**src/rtl/sfcc_pkg.sv**
```systemverilog
// shared types, constants and the crc-8 byte step for the sensor frame converter
// no dependencies
`default_nettype none

package sfcc_pkg;

    localparam logic [7:0] CRC_POLY = 8'h31;
    localparam logic [7:0] CRC_INIT = 8'hFF;

    localparam int TEMP_SCALE  = 17500;
    localparam int TEMP_OFFSET = 4500;
    localparam int HUMI_SCALE  = 10000;

    localparam int TEMP_W   = 15;
    localparam int HUMI_W   = 14;
    localparam int STATUS_W = 2;
    localparam int WORD_W   = 16;

    localparam int OUT_BITS   = TEMP_W + HUMI_W + STATUS_W;
    localparam int OUT_DATA_W = ((OUT_BITS + 7) / 8) * 8;

    typedef enum logic [2:0] {
        POS_TEMP_MSB = 3'd0,
        POS_TEMP_LSB = 3'd1,
        POS_TEMP_CRC = 3'd2,
        POS_HUMI_MSB = 3'd3,
        POS_HUMI_LSB = 3'd4,
        POS_HUMI_CRC = 3'd5
    } pos_t;

    typedef struct packed {
        logic                  done;
        logic [WORD_W-1:0]     temp_word;
        logic [WORD_W-1:0]     humi_word;
        logic [STATUS_W-1:0]   crc_status;
    } frame_t;

    function automatic logic [7:0] crc_byte(input logic [7:0] crc, input logic [7:0] b);
        logic [7:0] c;
        c = crc ^ b;
        for (int i = 0; i < 8; i++) begin
            if (c[7]) begin
                c = {c[6:0], 1'b0} ^ CRC_POLY;
            end else begin
                c = {c[6:0], 1'b0};
            end
        end
        return c;
    endfunction

endpackage

`default_nettype wire

```
**src/rtl/sfcc_frame.sv**
```systemverilog
// byte position sequencer, running crc check and raw word capture
// depends on sfcc_pkg
`default_nettype none

module sfcc_frame (
    input  wire logic            aclk,
    input  wire logic            aresetn,
    input  wire logic            take,
    input  wire logic [7:0]      rx_byte,
    input  wire logic            frame_start,
    output sfcc_pkg::frame_t     frame
);
    import sfcc_pkg::*;

    pos_t              pos_reg, pos_next;
    logic [7:0]        crc_reg, crc_next;
    logic [7:0]        hold_reg, hold_next;
    logic [WORD_W-1:0] temp_word_reg, temp_word_next;
    logic [WORD_W-1:0] humi_word_reg, humi_word_next;
    logic              temp_bad_reg, temp_bad_next;
    pos_t              pos_eff;

    always_comb begin
        pos_eff = pos_reg;
        if (frame_start) begin
            pos_eff = POS_TEMP_MSB;
        end
    end

    always_comb begin
        pos_next       = pos_reg;
        crc_next       = crc_reg;
        hold_next      = hold_reg;
        temp_word_next = temp_word_reg;
        humi_word_next = humi_word_reg;
        temp_bad_next  = temp_bad_reg;
        frame          = '0;
        frame.temp_word = temp_word_reg;
        frame.humi_word = humi_word_reg;
        frame.crc_status = {crc_reg != rx_byte, temp_bad_reg};
        if (take) begin
            unique case (pos_eff)
                POS_TEMP_LSB: begin
                    crc_next       = crc_byte(crc_reg, rx_byte);
                    temp_word_next = {hold_reg, rx_byte};
                    pos_next       = POS_TEMP_CRC;
                end
                POS_TEMP_CRC: begin
                    temp_bad_next = (crc_reg != rx_byte);
                    crc_next      = CRC_INIT;
                    pos_next      = POS_HUMI_MSB;
                end
                POS_HUMI_MSB: begin
                    crc_next  = crc_byte(CRC_INIT, rx_byte);
                    hold_next = rx_byte;
                    pos_next  = POS_HUMI_LSB;
                end
                POS_HUMI_LSB: begin
                    crc_next       = crc_byte(crc_reg, rx_byte);
                    humi_word_next = {hold_reg, rx_byte};
                    pos_next       = POS_HUMI_CRC;
                end
                POS_HUMI_CRC: begin
                    frame.done = 1'b1;
                    crc_next   = CRC_INIT;
                    pos_next   = POS_TEMP_MSB;
                end
                default: begin
                    // temperature msb, also taken for out-of-range positions
                    crc_next  = crc_byte(CRC_INIT, rx_byte);
                    hold_next = rx_byte;
                    pos_next  = POS_TEMP_LSB;
                end
            endcase
        end
    end

    always_ff @(posedge aclk) begin
        if (!aresetn) begin
            pos_reg      <= POS_TEMP_MSB;
            crc_reg      <= CRC_INIT;
            temp_bad_reg <= 1'b0;
        end else begin
            pos_reg      <= pos_next;
            crc_reg      <= crc_next;
            temp_bad_reg <= temp_bad_next;
        end
        hold_reg      <= hold_next;
        temp_word_reg <= temp_word_next;
        humi_word_reg <= humi_word_next;
    end

endmodule

`default_nettype wire

```
**src/rtl/sfcc_convert.sv**
```systemverilog
// fixed-point scaling of the raw words and the result register
// depends on sfcc_pkg
`default_nettype none

module sfcc_convert (
    input  wire logic                               aclk,
    input  wire logic                               aresetn,
    input  wire sfcc_pkg::frame_t                   frame,
    input  wire logic                               m_tready,
    output logic                                    m_tvalid,
    output logic [sfcc_pkg::OUT_DATA_W-1:0]         m_tdata,
    output logic                                    out_free
);
    import sfcc_pkg::*;

    localparam int TPROD_W = WORD_W + TEMP_W;
    localparam int HPROD_W = WORD_W + HUMI_W;

    logic                   valid_reg, valid_next;
    logic [OUT_DATA_W-1:0]  data_reg, data_next;
    logic [TPROD_W-1:0]     temp_prod;
    logic [HPROD_W-1:0]     humi_prod;
    logic [TEMP_W-1:0]      temp_centi;
    logic [HUMI_W-1:0]      humi_centi;

    assign temp_prod  = TPROD_W'(frame.temp_word) * TPROD_W'(TEMP_SCALE);
    assign humi_prod  = HPROD_W'(frame.humi_word) * HPROD_W'(HUMI_SCALE);
    assign temp_centi = temp_prod[TPROD_W-1:WORD_W] - TEMP_W'(TEMP_OFFSET);
    assign humi_centi = humi_prod[HPROD_W-1:WORD_W];

    assign out_free = !valid_reg || m_tready;

    always_comb begin
        valid_next = valid_reg;
        data_next  = data_reg;
        if (out_free) begin
            valid_next = frame.done;
            if (frame.done) begin
                data_next = OUT_DATA_W'({frame.crc_status, humi_centi, temp_centi});
            end
        end
    end

    always_ff @(posedge aclk) begin
        if (!aresetn) begin
            valid_reg <= 1'b0;
        end else begin
            valid_reg <= valid_next;
        end
        data_reg <= data_next;
    end

    assign m_tvalid = valid_reg;
    assign m_tdata  = data_reg;

endmodule

`default_nettype wire

```
**src/rtl/sensor_frame_crc_convert_top.sv**
```systemverilog
// top level: input register, frame sequencer with crc check, conversion and result register
// depends on sfcc_pkg, sfcc_frame, sfcc_convert
//
// channel   direction  data                                   user
// s_        in         rx_byte[7:0]                           frame_start
// m_        out        temp_centi, humi_centi, crc_status     -
//
// one item per cycle sustained while the result is not stalled; a byte waits in the input register
// until taken, and the sixth byte of a frame shows its result from the result register
// the throughput is set by the combinational crc byte step and the constant multiplies
// reset clears the input and result valid flags and the frame position
// a stalled result holds the input register; a byte is taken whenever the result slot frees
`default_nettype none

module sensor_frame_crc_convert_top (
    input  wire logic                               aclk,
    input  wire logic                               aresetn,
    input  wire logic                               s_tvalid,
    output logic                                    s_tready,
    input  wire logic [7:0]                         s_tdata,   // rx_byte[7:0]
    input  wire logic                               s_tuser,   // frame_start
    output logic                                    m_tvalid,
    input  wire logic                               m_tready,
    // temp_centi[14:0], humi_centi[28:15], crc_status[30:29], zero[31]
    output logic [sfcc_pkg::OUT_DATA_W-1:0]         m_tdata
);
    import sfcc_pkg::*;

    logic       in_valid_reg, in_valid_next;
    logic [7:0] in_byte_reg, in_byte_next;
    logic       in_start_reg, in_start_next;
    logic       out_free;
    logic       take;
    frame_t     frame;

    assign take     = in_valid_reg && out_free;
    assign s_tready = !in_valid_reg || out_free;

    always_comb begin
        in_valid_next = in_valid_reg;
        in_byte_next  = in_byte_reg;
        in_start_next = in_start_reg;
        if (s_tvalid && s_tready) begin
            in_valid_next = 1'b1;
            in_byte_next  = s_tdata;
            in_start_next = s_tuser;
        end else if (take) begin
            in_valid_next = 1'b0;
        end
    end

    always_ff @(posedge aclk) begin
        if (!aresetn) begin
            in_valid_reg <= 1'b0;
        end else begin
            in_valid_reg <= in_valid_next;
        end
        in_byte_reg  <= in_byte_next;
        in_start_reg <= in_start_next;
    end

    sfcc_frame u_frame (
        .aclk        (aclk),
        .aresetn     (aresetn),
        .take        (take),
        .rx_byte     (in_byte_reg),
        .frame_start (in_start_reg),
        .frame       (frame)
    );

    sfcc_convert u_convert (
        .aclk     (aclk),
        .aresetn  (aresetn),
        .frame    (frame),
        .m_tready (m_tready),
        .m_tvalid (m_tvalid),
        .m_tdata  (m_tdata),
        .out_free (out_free)
    );

endmodule

`default_nettype wire
```
**config.mk**
```make
export PLATFORM = sky130hd
export DESIGN_NAME = sensor_frame_crc_convert_top
export DESIGN_NICKNAME = d
export VERILOG_FILES = /design/src/rtl/sfcc_pkg.sv /design/src/rtl/sfcc_frame.sv /design/src/rtl/sfcc_convert.sv /design/src/rtl/sensor_frame_crc_convert_top.sv
export SDC_FILE = /design/constraint.sdc
export NUM_CORES = 1
export LEC_CHECK = 0
export ABC_AREA = 1
export BUFFER_PORTS_ARGS = -buffer_cell sky130_fd_sc_hd__buf_2
export CORE_MARGIN = 2
export CORE_UTILIZATION = 55
export CTS_CLUSTER_SIZE = 10
export DETAILED_ROUTE_END_ITERATION = 8
export GPL_TIMING_DRIVEN = 0
export PLACE_DENSITY = 0.81
export RECOVER_POWER = 50
export SYNTH_ARGS = -nofsm -noshare
export SYNTH_HDL_FRONTEND = slang
export SYNTH_SLANG_ARGS = --single-unit
```
**constraint.sdc**
```tcl
create_clock -name aclk -period 6.6 [get_ports aclk]
set_input_delay 0.66 -clock aclk [delete_from_list [all_inputs] [get_ports aclk]]
set_output_delay 0.66 -clock aclk [all_outputs]
set_load 0.01 [all_outputs]
```
# == Word level (Yosys, flattened, before mapping) ==
# Index checks and enable logic that the tools add are counted.
# totals
register_bits,94
# op_classes
bitwise,33
n_addsub,1
eq_ne,6
n_mul,2
n_mux,93
reduce_logical,15
# op_table
op,n
two-way mux 8 bit,56
two-way mux 6 bit,30
NOT 3 bit,30
case mux 8 bit (4 select lines),1
"multiplier 16 x 13 -> 29 bit, second input constant",1
"multiplier 16 x 10 -> 26 bit, second input constant",1
case mux 3 bit (5 select lines),1
"subtractor 15 x 13 -> 15 bit, second input constant",1
AND reduction 2 bit,5
inequality test 8 bit,1
NOT 8 bit,1
XOR 8 bit,1
"== test 3 x 2 -> 1 bit, second input constant",2
"== test 3 bit, second input constant",2
OR reduction 5 bit,1
two-way mux 1 bit,4
OR reduction 4 bit,1
"== test 3 x 1 -> 1 bit, second input constant",1
two-way mux 3 bit,1
logical AND 1 bit,2
logical NOT 1 bit,2
logical OR 1 bit,2
nonzero test 2 bit,1
OR reduction 2 bit,1
NOT 1 bit,1

# == Longest topological paths before layout ==
# Gate-level depths: netlist of the first run.
# logic_depth
ltp_word,32
ltp_mapped,27

# == Modules after synthesis ==
# From an unflattened synthesis of the first run, not the netlist that was laid out.
# hier_totals
hier_cells,1185
area_unflattened_um2,10161.0
# modules_own_cells
mod,n_inst,cells_each,area_each_um2
sfcc_convert,1,927,7467.2
sfcc_frame,1,240,2364.8
sensor_frame_crc_convert_top,1,18,329.1

# == Worst setup path before layout of the first run ==
# No wires, ideal clock.
# synth_path
path_type,reg2reg
startpoint,register u_frame.temp_word_reg[12]
endpoint,"register u_convert.data_reg[10] (netlist: u_convert.m_tdata[10]), data pin"
path_stages_with_launch,27
path_slack_ps,2020
arrival_ps,4322
period_less_slack_ps,4580
n_path_buf,0
setup_time_ps,258
path_cell_list,edfxtp_1 ha_1 inv_1 fa_1 inv_1 ha_1 fa_1 inv_1 fa_1 inv_1 ha_1 nand2_1 inv_1 a21oi_1 nand2_1 inv_1 nand2_1 nand2_1 nand2_1 inv_1 ha_1 inv_1 nand2_1 nand3_1 nand2_1 nand2_1 xor2_1
# synth_between
elab_chain_cells,2
# synth_lines
element,line_no,text
start: declaration,sfcc_frame.sv:18,"logic [WORD_W-1:0] temp_word_reg, temp_word_next;"
start signal: assignment,sfcc_frame.sv:89,temp_word_reg <= temp_word_next;
multiplier 16 x 13 -> 29 bit,sfcc_convert.sv:26,assign temp_prod = TPROD_W'(frame.temp_word) * TPROD_W'(TEMP_SCALE);
subtractor 15 x 13 -> 15 bit,sfcc_convert.sv:28,assign temp_centi = temp_prod[TPROD_W-1:WORD_W] - TEMP_W'(TEMP_OFFSET);
net u_convert.temp_centi[10],sfcc_convert.sv:23,logic [TEMP_W-1:0] temp_centi;
end signal: assignment,sfcc_convert.sv:50,data_reg <= data_next;
end: declaration,sfcc_convert.sv:20,"logic [OUT_DATA_W-1:0] data_reg, data_next;"
# The timed path passes the listed nets, and every way through them passes these cells.
# A chain may end at the register's enable or synchronous reset.

# == Worst setup path in the final report of the first run ==
# layout_path
startpoint,register u_frame.temp_word_reg[12]
endpoint,"register u_convert.data_reg[13] (netlist: u_convert.m_tdata[13]), data pin"
# The elaborated chain is that of the path after synthesis.

==> results by group, run 1 <==
Critical path
  – Setup crit end: u_convert.m_tdata[13]
  – Worst EP required: 6.72 ns
  – Worst R2R Path Depth: 24
  – Crit path max fanout: 6
  – Crit start category: register
  – FF-to-FF Start: u_frame.temp_word_reg[12]
  – Worst path arrival time: 5.23 ns
  – Critical path type: reg -> reg
  – Crit. End Element: register
  – Reg2reg end: u_convert.m_tdata[13]
  – Crit path launch: u_frame.temp_word_reg[12]
  – R2r setup slk: 1.50 ns

Drt
  – Drt pass-1 iters: 5
  – WL/cell: 13.4 microns
  – DRC: 0
  – Drt initial violations: 403
  – DRT Wirelength: 19100 microns
  – ANT nets after route: 0
  – Vias per cell: 5.08
  – DR vias: 7209

Placed design
  – Final Wtd Congestion: 0.888
  – Pre-CTS WS: 1.55 ns
  – Final HPWL DP: 15800 microns
  – PortBufs: 44

Job
  – Max_cap viols: 0

Floorplan
  – Die area: 0.0190 sq mm
  – Top-level I/O count: 47
  – CORE AREA: 0.0174 sq mm
  – DIE WIDTH: 138 microns
  – # rows: 48
  – Die Ht: 138 microns
  – Initial Util: 0.566

Yosys
  – Post-synthesis cell type count: 36
  – Yosys Warn Count: 0
  – Cell area after synthesis: 0.00985 sq mm
  – Flops & latches, synth: 94
  – Main synth FF type: edfxtp_1
  – Yosys top cell by area: edfxtp_1
  – Sequential cell area fraction in the yosys report: 0.272
  – Ranking of synthesized cells by area: edfxtp_1 (24%), ha_1 (21%), fa_1 (16%)
  – Avg Cell Area, Syn: 8.69 sq um
  – Synth Net Count: 1389
  – Synthesized instance count: 1134
  – Share of the synthesized area in the top cell type: 0.244
  – EDFF count, synth: 80
  – Post-synth ARST share: 0

Finish
  – Diode count: 0
  – Register Area: 0.00268 sq mm
  – Synth-to-Final Area Change: 7.77%
  – Final Util: 0.610
  – Layout cells sized above 1: 0.0343
  – Area of the multi-input gates: 0.00609 sq mm
  – Nets: 1444
  – Fillers: 1442
  – Largest register FFs: 31

STA
  – Min Tclk post-route: 5.10 ns
  – Final Max Tran Viols: 0
  – Total negative slack: 0 ns
  – Setup slack after layout: 1.50 ns
  – Least-Margin Pin Slew: 1.38 ns
  – Rel. slew slack: 0.0749
  – Worst hold slack: 0.435 ns
  – RSZ-0062 raised after global routing: no
  – Clk_skew: 0.00581 ns
  – Tcrit/Tclk final: 0.773
  – Final hold violations: 0
  – Final Setup Violations: 0
  – Max Clk Rate: 196 MHz

CTS
  – TritonCTS Sinks: 94
  – Clock latency on the worst-skew pair: 0.36 ns
  – PostCTS Resize Cnt: 0
  – CTS tree: yes
  – TritonCTS Buffers: 9
  – Cts-stage hold buffer count: 0
  – Root buf cell: clkbuf_16
  – H-tree depth: 3
  – Post-CTS Setup Bufs: 0
  – CTS max path bufs: 2
  – Reg clk slew, reported paths: 0.07 ns

GRT
  – GRT Resource Usage Total: 0.218
  – GR Overflow Total: 0
  – Initial antenna violation count: 0
  – Largest net degree at the start of global routing: 33
  – Global-route wire length before repair: 32500 microns
  – Vias in the first global route: 7223

Status
  – Outcome: finished clean

Power
  – Tot Pwr: 1.63 mW
  – Seq pwr share: 0.422
  – Pwr dens: 153 mW/mm^2
  – Clk pwr share: 0.319
  – Peak VDD IR: 0.198 mV
  – Switching Power: 0.530 mW
  – Switching fraction of total power: 0.326
  – Int Power: 1.10 mW
  – Lkg Pwr: 5.49 nW
  – Gate power share: 0.258

Min path
  – Hold Crit Start: u_frame.temp_bad_reg
  – Hold Path Class: reg -> reg
-- power groups by stage --
stage | clock, mW | sequential [mW] | combinational [mW]
floorplan | 0 | 0.693 | 0.335
global placement | 0 | 0.700 | 0.402
detailed placement | 0 | 0.701 | 0.414
CTS | 0.527 | 0.687 | 0.418
global route | 0.550 | 0.689 | 0.486
finish | 0.520 | 0.687 | 0.420
-- layout by cell type, fill, tap and decap left out, types with 3 or more instances in the layout --
cell type  instances
inv_1            272
xnor2_1           28
xor2_1            27
clkbuf_16          9
clkinv_1           3
o211ai_1           4
nand4_1           13
buf_2             11
o21bai_1           6
a21oi_1           54
edfxtp_1          80
nand3_1           40
dfxtp_1           14
nor2_1            56
fa_1              78
o21ai_1            7
nand2_1          236
inv_2              8
ha_1             164
o21ai_0           15
inv_6              3
clkbuf_1          37
-- cells in the mapped netlist (4+ instances only) --
master / number
nand3_1: 40
inv_2: 8
xor2_1: 27
o21ai_1: 7
ha_1: 164
clkbuf_1: 4
o21bai_1: 6
nor2_1: 58
nand4_1: 13
o211ai_1: 4
inv_1: 272
o21ai_0: 15
dfxtp_1: 14
a21oi_1: 54
fa_1: 78
xnor2_1: 28
nand2_1: 235
edfxtp_1: 80
-- stage by stage --
| step | std cells | area, sq um |
|---|---|---|
| 6_report | 1419 | 10600 |
| 5_1_grt | 1419 | 10600 |
| 4_1_cts | 1419 | 10700 |
| 3_5_place_dp | 1403 | 10400 |
| 3_3_place_gp | 1403 | 10400 |
| 2_1_floorplan | 1134 | 9850 |
-- metal layers --
| metal | routed length, microns | GRT usage | up-vias |
|---|---|---|---|
| met5 | 0 | 0 | - |
| met4 | 282 | 0.0584 | 0 |
| met3 | 943 | 0.0383 | 26 |
| met2 | 9480 | 0.388 | 158 |
| met1 | 8360 | 0.273 | 3338 |
| li1 | - | - | 3687 |
-- worst max-delay path, stage by stage (launching register included) --
cell,delay [ns]
edfxtp_1,0.54
ha_1,0.34
inv_1,0.05
fa_1,0.50
inv_1,0.04
ha_1,0.31
fa_1,0.50
inv_1,0.06
fa_1,0.53
inv_1,0.04
ha_1,0.36
nand2_1,0.16
inv_1,0.05
nand2_1,0.06
nand3_1,0.11
nand2_1,0.09
nand2_1,0.08
clkinv_1,0.05
nand2_1,0.05
xnor2_1,0.34
nand3_1,0.21
nand2_1,0.16
nand2_1,0.10
nand3_1,0.08
nand2_1,0.05
-- cells by family after synthesis --
family | Yosys count | share of synthesized area
AND/OR/NAND/NOR | 358 | 0.148
buffers and inverters | 288 | 0.110
adder cells (fa/ha/maj) | 242 | 0.367
AO/OA/AOI/OAI | 96 | 0.0537
flip-flops | 94 | 0.272
XOR/XNOR | 55 | 0.0489
other | 1 | 0.000381
-- cell type report --
type	instances	share of cell area
timing repair buffer	44	0.0169
buffer	5	0.00212
multi-input combinational	752	0.574
clock inverter	7	0.00683
tap	225	0.0265
inverter	283	0.100
sequential	94	0.253
clock buffer	9	0.0212
-- how the worst min path moves through the flow --
stage / endpoint / slack, ns / cells past startpoint
detailed placement: u_convert.m_tdata[29] / 0.43 / 0
CTS: u_convert.m_tdata[29] / 0.44 / 0
global route: u_convert.m_tdata[29] / 0.45 / 0
global placement: u_convert.m_tdata[29] / 0.42 / 0
floorplan: u_convert.m_tdata[29] / 0.41 / 0
finish: u_convert.m_tdata[29] / 0.43 / 0
(Power assumes the default switching activity.)
==> run 2: changes to the inputs <==
==> constraint.sdc (replaced) <==
create_clock -name aclk -period 4.8 [get_ports aclk]
set_input_delay 0.48 -clock aclk [delete_from_list [all_inputs] [get_ports aclk]]
set_output_delay 0.48 -clock aclk [all_outputs]
set_load 0.01 [all_outputs]
==> run 2 against run 1 <==
The flow now finishes with violations (DRC, setup timing). Sequential share of layout area shrank 1.7 points. Worst setup slack lost 1.5 ns. Final cell count grew 2.8%. Die area is the same. Clock-buffer cell count is the same. Clock skew grew 0.0035 ns. First-iteration DRC count grew 4.5%. Utilization grew 4.4 points. Non-clock buffer count grew 40.
==> results by group, run 2 (synthesis gave the netlist of run 1 again) <==
Finish
  – Most frequent cells in the layout: inv_1 (263), nand2_1 (203), ha_1 (146), edfxtp_1 (80), fa_1 (77) (was inv_1 (272), nand2_1 (236), ha_1 (164), edfxtp_1 (80), fa_1 (78))
  – Final Non-Filler Cells: 1459 (was 1419)
  – Synth-to-Final Area Change: 15.5% (was 7.77%)
  – Most common library cell in the layout ignoring fill and taps: inv_1 (unchanged)
  – Final instance area: 0.0114 sq mm (was 0.0106 sq mm)
  – Layout cells sized above 1: 0.140 (was 0.0343)
  – Fillers: 1295 (was 1442)
  – Largest register FFs: 31 (unchanged)
  – Nets: 1484 (was 1444)
  – Diode count: 0 (unchanged)

Placed design
  – Inst Count DP: 1403 (unchanged)
  – Final HPWL DP: 15800 microns (unchanged)
  – PortBufs: 44 (unchanged)
  – Area post-placement: 0.0104 sq mm (unchanged)
  – Final Wtd Congestion: 0.888 (unchanged)

CTS
  – CTS max path bufs: 2 (unchanged)
  – CTS tree: yes (unchanged)
  – Cts-stage hold buffer count: 0 (unchanged)
  – Root buf cell: clkbuf_16 (unchanged)
  – H-tree depth: 3 (unchanged)
  – TritonCTS Sinks: 94 (unchanged)
  – TritonCTS Buffers: 9 (unchanged)
  – Reg clk slew, reported paths: 0.07 ns (about the same)
  – Clock latency on the worst-skew pair: 0.36 ns (about the same)

Power
  – Peak VDD IR: 0.269 mV (was 0.198 mV)
  – Lkg Pwr: 5.74 nW (was 5.49 nW)
  – Pwr dens: 211 mW/mm^2 (was 153 mW/mm^2)

Critical path
  – Reg2reg end: u_convert.m_tdata[27] (was u_convert.m_tdata[13])
  – Crit path max fanout: 4 (was 6)
  – Slowest-stage cell, CP: fa_1 (was edfxtp_1)
  – Crit start category: register (unchanged)
  – Crit path launch: u_frame.humi_word_reg[6] (was u_frame.temp_word_reg[12])
  – Buffers & Inverters on Critical Path: 5 (was 6)
  – Worst EP required: 4.91 ns (was 6.72 ns)
  – Critical path type: reg -> reg (unchanged)
  – R2r setup slk: -0.05 ns (was 1.50 ns)
  – FF-to-FF Start: u_frame.humi_word_reg[6] (was u_frame.temp_word_reg[12])
  – CP Cell Sequence: buf_4, fa_1, ha_1, inv_1, fa_1, inv_1, ha_1, inv_1, fa_1, inv_1, ha_1, a21o_1, a31oi_1, nand3_1, a21oi_2, o21ai_2, nand2_1, nand3_1, xor2_1 (was ha_1, inv_1, fa_1, inv_1, ha_1, fa_1, inv_1, fa_1, inv_1, ha_1, nand2_1, inv_1, nand2_1, nand3_1, nand2_1, nand2_1, clkinv_1, nand2_1, xnor2_1, nand3_1, nand2_1, nand2_1, nand3_1, nand2_1)
  – Worst path arrival time: 4.96 ns (was 5.23 ns)
  – Worst R2R Path Depth: 19 (was 24)
  – Most Frequent Cell on Critical Path: inv_1 (was nand2_1)
  – Crit. End Element: register (unchanged)
  – Kind of cell adding the most delay to the critical path: adder cells (unchanged)
  – Crit path largest cell delay: 0.54 ns (about the same)

Min path
  – Hold Crit Depth: 1 (was 0)
  – WHS Endpoint: in_byte_reg[7] (was u_convert.m_tdata[29])
  – Hold Path Class: in -> reg (was reg -> reg)
  – Hold Crit Start: s_tdata[7] (was u_frame.temp_bad_reg)

Drt
  – Drt pass-1 iters: 7 (was 5)
  – WL/cell: 15.2 microns (was 13.4 microns)
  – DRT Wirelength: 22100 microns (was 19100 microns)
  – Vias per cell: 5.23 (was 5.08)
  – DR vias: 7628 (was 7209)
  – Drt initial violations: 421 (was 403)
  – ANT nets after route: 0 (unchanged)
  – DRC: 1 (was 0)

Status
  – Outcome: finished, violations left (was finished clean)
  – Violated checks: DRC, setup timing

STA
  – Min Tclk post-route: 4.85 ns (was 5.10 ns)
  – Setup slack after layout: -0.0460 ns (was 1.50 ns)
  – Rel. slew slack: 0.0200 (was 0.0749)
  – Max Clk Rate: 206 MHz (was 196 MHz)
  – Tcrit/Tclk final: 1.01 (was 0.773)
  – Least-Margin Pin Slew: 1.46 ns (was 1.38 ns)
  – Final Max Tran Viols: 0 (unchanged)
  – Worst hold slack: 0.295 ns (was 0.435 ns)
  – Final Setup Violations: 2 (was 0)
  – Final hold violations: 0 (unchanged)
  – Total negative slack: -0.0749 ns (was 0 ns)
  – Clk_skew: 0.00929 ns (was 0.00581 ns)

Floorplan
  – CORE AREA: 0.0174 sq mm (unchanged)
  – Die Ht: 138 microns (unchanged)
  – Die area: 0.0190 sq mm (unchanged)
  – Top-level I/O count: 47 (unchanged)
  – # rows: 48 (unchanged)
  – DIE WIDTH: 138 microns (unchanged)
  – Initial Util: 0.566 (unchanged)

GRT
  – GR Overflow Total: 0 (unchanged)
  – Largest net degree at the start of global routing: 33 (unchanged)
  – Initial antenna violation count: 0 (unchanged)
  – Vias in the first global route: 7369 (was 7223)
  – GRT Resource Usage Total: 0.221 (was 0.218)
  – Global-route wire length before repair: 33000 microns (was 32500 microns)

Job
  – Max_cap viols: 0 (unchanged)
-- run 2: changes by cell type in the layout (fill, tap and decap cells not counted), moves of 12 or more --
cell	previous run	this run
ha_1	164	146
nand2_2	0	27
nor2_1	56	44
buf_4	1	41
nand2_1	236	203
ha_4	0	14
-- run 2: report_power, final --
part / internal (mW) / total, mW / switching, mW
combinational: 0.293 / 0.742 / 0.449
sequential: 0.921 / 0.945 / 0.0245
clock: 0.369 / 0.715 / 0.346
-- run 2: how the worst max path moves through the flow --
stage                             to  slack (ns)  depth (start not counted)
2_1_floorplan  u_convert.m_tdata[10]        0.22                         26
3_3_place_gp   u_convert.m_tdata[13]       -0.17                         24
3_5_place_dp   u_convert.m_tdata[12]       -0.25                         23
4_1_cts        u_convert.m_tdata[12]        0.01                         26
5_1_grt        u_convert.m_tdata[27]       -0.21                         19
6_report       u_convert.m_tdata[27]       -0.05                         19
-- run 2: worst register-to-register path, stage by stage, from the launching register on --
cell and delay (ns):
edfxtp_1 0.49, buf_4 0.19, fa_1 0.46, ha_1 0.31
inv_1 0.06, fa_1 0.54, inv_1 0.05, ha_1 0.28
inv_1 0.06, fa_1 0.51, inv_1 0.05, ha_1 0.33
a21o_1 0.21, a31oi_1 0.19, nand3_1 0.21, a21oi_2 0.26
o21ai_2 0.11, nand2_1 0.08, nand3_1 0.07, xor2_1 0.14
-- run 2: timing repair --
item,CTS,global route
gates resized for setup,6,101
pin swaps,1,49
setup endpoints to repair,9,14
buffers inserted,15,25
-- run 2: layer usage --
| layer | share of wire | wire, microns | global-route usage |
|---|---|---|---|
| met1 | 0.41 | 9150 | 0.274 |
| met2 | 0.51 | 11200 | 0.391 |
| met3 | 0.048 | 1050 | 0.0394 |
| met4 | 0.031 | 693 | 0.0697 |
| met5 | 0 | 0 | 0 |
-- run 2: layout make-up --
class                   instances  area (sq um)  share of cell area
multi-input cells             752          6550               0.576
flip-flops and latches         94          2680               0.236
inverters                     283          1060              0.0934
repair buffers                 84           479              0.0421
well taps                     225           282              0.0247
clock buffers                   9           225              0.0198
clock inverters                 7          72.6             0.00638
plain buffers                   5          22.5             0.00198
-- run 2: metrics by stage --
stage | total power [mW] | setup WS, ns | utilization
floorplan | 1.41 | 0.220 | -
global placement | 1.51 | -0.174 | 0.594
detailed placement | 1.53 | -0.253 | 0.595
CTS | 2.26 | 0.0136 | 0.621
global route | 2.54 | -0.209 | 0.653
finish | 2.40 | -0.0460 | 0.653
==> run 3: changes to the inputs <==
--- a/config.mk
+++ b/config.mk
@@ -7,7 +7,8 @@
 export LEC_CHECK = 0
 export ABC_AREA = 1
 export BUFFER_PORTS_ARGS = -buffer_cell sky130_fd_sc_hd__buf_2
-export CORE_MARGIN = 2
+export CORE_ASPECT_RATIO = 0.7
+export CORE_MARGIN = 1
 export CORE_UTILIZATION = 55
 export CTS_CLUSTER_SIZE = 10
 export DETAILED_ROUTE_END_ITERATION = 8
==> run 3 against run 2 <==
The run ends with capacitance limit, slew limit, setup timing left. Clock-buffer cell count is 2 higher. Largest cell class unchanged. Critical endpoint is now u_convert.m_tdata[10]. Critical path type unchanged. Hold slack worse by 0.0036 ns. Register-to-register slack worse by 0.17 ns. Die area is 2.8% lower.
==> results by group, run 3 (synthesis gave the netlist of run 1 again) <==
CTS
  – H-tree depth: 3 (unchanged)
  – TritonCTS Sinks: 94 (unchanged)
  – Reg clk slew, reported paths: 0.07 ns (about the same)
  – CTS tree: yes (unchanged)
  – Root buf cell: clkbuf_16 (unchanged)
  – TritonCTS Buffers: 9 (unchanged)
  – Clock latency on the worst-skew pair: 0.36 ns (about the same)
  – CTS max path bufs: 2 (unchanged)
  – Cts-stage hold buffer count: 0 (unchanged)

Critical path
  – Worst R2R Path Depth: 20 (was 19)
  – Kind of cell adding the most delay to the critical path: adder cells (unchanged)
  – Crit path launch: u_frame.temp_word_reg[8] (was u_frame.humi_word_reg[6])
  – Crit path largest cell delay: 0.68 ns (was 0.54 ns)
  – Crit start category: register (unchanged)
  – Worst EP required: 4.91 ns (about the same)
  – Worst path arrival time: 5.13 ns (was 4.96 ns)
  – Slowest-stage cell, CP: fa_1 (unchanged)
  – FF-to-FF Start: u_frame.temp_word_reg[8] (was u_frame.humi_word_reg[6])
  – Most Frequent Cell on Critical Path: fa_1 (was inv_1)
  – CP Cell Sequence: buf_4, ha_1, fa_1, fa_1, inv_1, fa_1, inv_1, ha_4, a21oi_1, nand2_2, a21oi_2, nand3b_1, nand2_2, ha_2, inv_2, nand2_4, nand3_4, nand2_4, nand2_1, xor2_1 (was buf_4, fa_1, ha_1, inv_1, fa_1, inv_1, ha_1, inv_1, fa_1, inv_1, ha_1, a21o_1, a31oi_1, nand3_1, a21oi_2, o21ai_2, nand2_1, nand3_1, xor2_1)
  – Buffers & Inverters on Critical Path: 4 (was 5)
  – Crit path max fanout: 5 (was 4)
  – Levels on crit path: 20 (was 19)
  – Critical path type: reg -> reg (unchanged)
  – Crit. End Element: register (unchanged)

Power
  – Pwr dens: 215 mW/mm^2 (was 211 mW/mm^2)
  – Peak VDD IR: 0.185 mV (was 0.269 mV)
  – Lkg Pwr: 5.82 nW (was 5.74 nW)
  – Tot Pwr: 2.48 mW (was 2.40 mW)

Drt
  – DR vias: 7907 (was 7628)
  – Drt initial violations: 703 (was 421)
  – Vias per cell: 5.36 (was 5.23)
  – ANT nets after route: 0 (unchanged)
  – WL/cell: 16.1 microns (was 15.2 microns)
  – DRT Wirelength: 23700 microns (was 22100 microns)
  – Drt pass-1 iters: 6 (was 7)
  – DRC: 0 (was 1)

Finish
  – Nets: 1493 (was 1484)
  – Largest register FFs: 31 (unchanged)
  – Layout cells sized above 1: 0.155 (was 0.140)
  – Diode count: 0 (unchanged)
  – Synth-to-Final Area Change: 17.1% (was 15.5%)
  – Most common library cell in the layout ignoring fill and taps: inv_1 (unchanged)
  – Most frequent cells in the layout: inv_1 (265), nand2_1 (192), ha_1 (148), edfxtp_1 (80), fa_1 (77) (was inv_1 (263), nand2_1 (203), ha_1 (146), edfxtp_1 (80), fa_1 (77))

GRT
  – Largest net degree at the start of global routing: 33 (unchanged)
  – Global-route wire length before repair: 33900 microns (was 33000 microns)
  – Initial antenna violation count: 0 (unchanged)
  – GRT Resource Usage Total: 0.237 (was 0.221)
  – GR Overflow Total: 0 (unchanged)
  – Vias in the first global route: 7038 (was 7369)

Min path
  – Hold Path Class: in -> reg (unchanged)
  – Hold Crit Start: s_tdata[7] (unchanged)
  – Hold Crit Depth: 1 (unchanged)

STA
  – Min Tclk post-route: 5.02 ns (was 4.85 ns)
  – Final Max Tran Viols: 33 (was 0)
  – Tcrit/Tclk final: 1.05 (was 1.01)
  – RSZ-0062 raised after global routing: yes
  – Max Clk Rate: 199 MHz (was 206 MHz)
  – Least-Margin Pin Slew: 1.99 ns (was 1.46 ns)
  – Rel. slew slack: -0.327 (was 0.0200)
  – Setup slack after layout: -0.219 ns (was -0.0460 ns)
  – Final Setup Violations: 7 (was 2)
  – Clk_skew: 0.00835 ns (was 0.00929 ns)
  – Final hold violations: 0 (unchanged)

Placed design
  – PortBufs: 44 (unchanged)
  – Final Wtd Congestion: 0.943 (was 0.888)
  – Final HPWL DP: 16400 microns (was 15800 microns)
  – Pre-CTS WS: -0.307 ns (was -0.253 ns)

Job
  – Max_cap viols: 1 (was 0)

Floorplan
  – Die area: 0.0185 sq mm (was 0.0190 sq mm)
  – # rows: 40 (was 48)
  – Initial Util: 0.569 (was 0.566)
  – CORE AREA: 0.0173 sq mm (was 0.0174 sq mm)
  – Die Ht: 114 microns (was 138 microns)
  – Top-level I/O count: 47 (unchanged)
  – DIE WIDTH: 162 microns (was 138 microns)

Status
  – Outcome: finished, violations left (unchanged)
  – Violated checks: capacitance limit, slew limit, setup timing (was DRC, setup timing)
==> run 3: layout make-up <==
type	instances	area [sq um]
tap	231	289
inverter	283	1060
timing repair buffer	93	554
clock inverter	5	40.0
fill	1290	5780
buffer	5	22.5
sequential	94	2680
multi-input combinational	752	6630
clock buffer	11	254
==> run 3: final timing paths <==
check / endpoint / slack [ns]
worst max-delay path: u_convert.m_tdata[10] / -0.22
worst min-delay path: in_byte_reg[7] / 0.29
worst max register to register: u_convert.m_tdata[10] / -0.22
worst min register to register: u_convert.m_tdata[29] / 0.44
==> run 3: per-stage QoR <==
stage          utilization  setup TNS [ns]  cells  cell area, sq um  hold slack, ns
3_3_place_gp         0.598          -0.870   1409             10400           0.416
4_1_cts              0.627               0   1442             10900           0.284
5_1_grt              0.666           -2.95   1474             11500           0.276
2_1_floorplan            -               0   1134              9850           0.408
6_report             0.666          -0.924   1474             11500           0.291
3_5_place_dp         0.600           -1.62   1410             10400           0.426
==> run 3: what timing repair did <==
action,CTS,global route
resized for setup,8,119
endpoints found under the setup margin,9,14
pin swaps,2,48
endpoints found under the hold margin,0,0
setup buffers,16,32
==> run 3: worst reg2reg max path, delay by kind of cell, from the launching register on <==
family / cells / cell delay [ns]
XOR/XNOR: 1 / 0.15
buffers and inverters: 4 / 0.42
flip-flops: 1 / 0.47
adder cells (fa/ha/maj): 6 / 2.56
AO/OA/AOI/OAI: 2 / 0.43
AND/OR/NAND/NOR: 7 / 0.73
==> run 3: report_power, final <==
group,internal (mW),switching [mW]
Clock,0.389,0.340
Sequential,0.921,0.0234
Combinational,0.316,0.488
==> run 3: metal layers <==
layer | vias up | track usage | wire [microns]
met1 | 3737 | 0.346 | 10300
li1 | 3777 | - | -
met4 | 0 | 0.0553 | 599
met5 | - | 0 | 0
met3 | 59 | 0.0458 | 1930
met2 | 334 | 0.364 | 10900
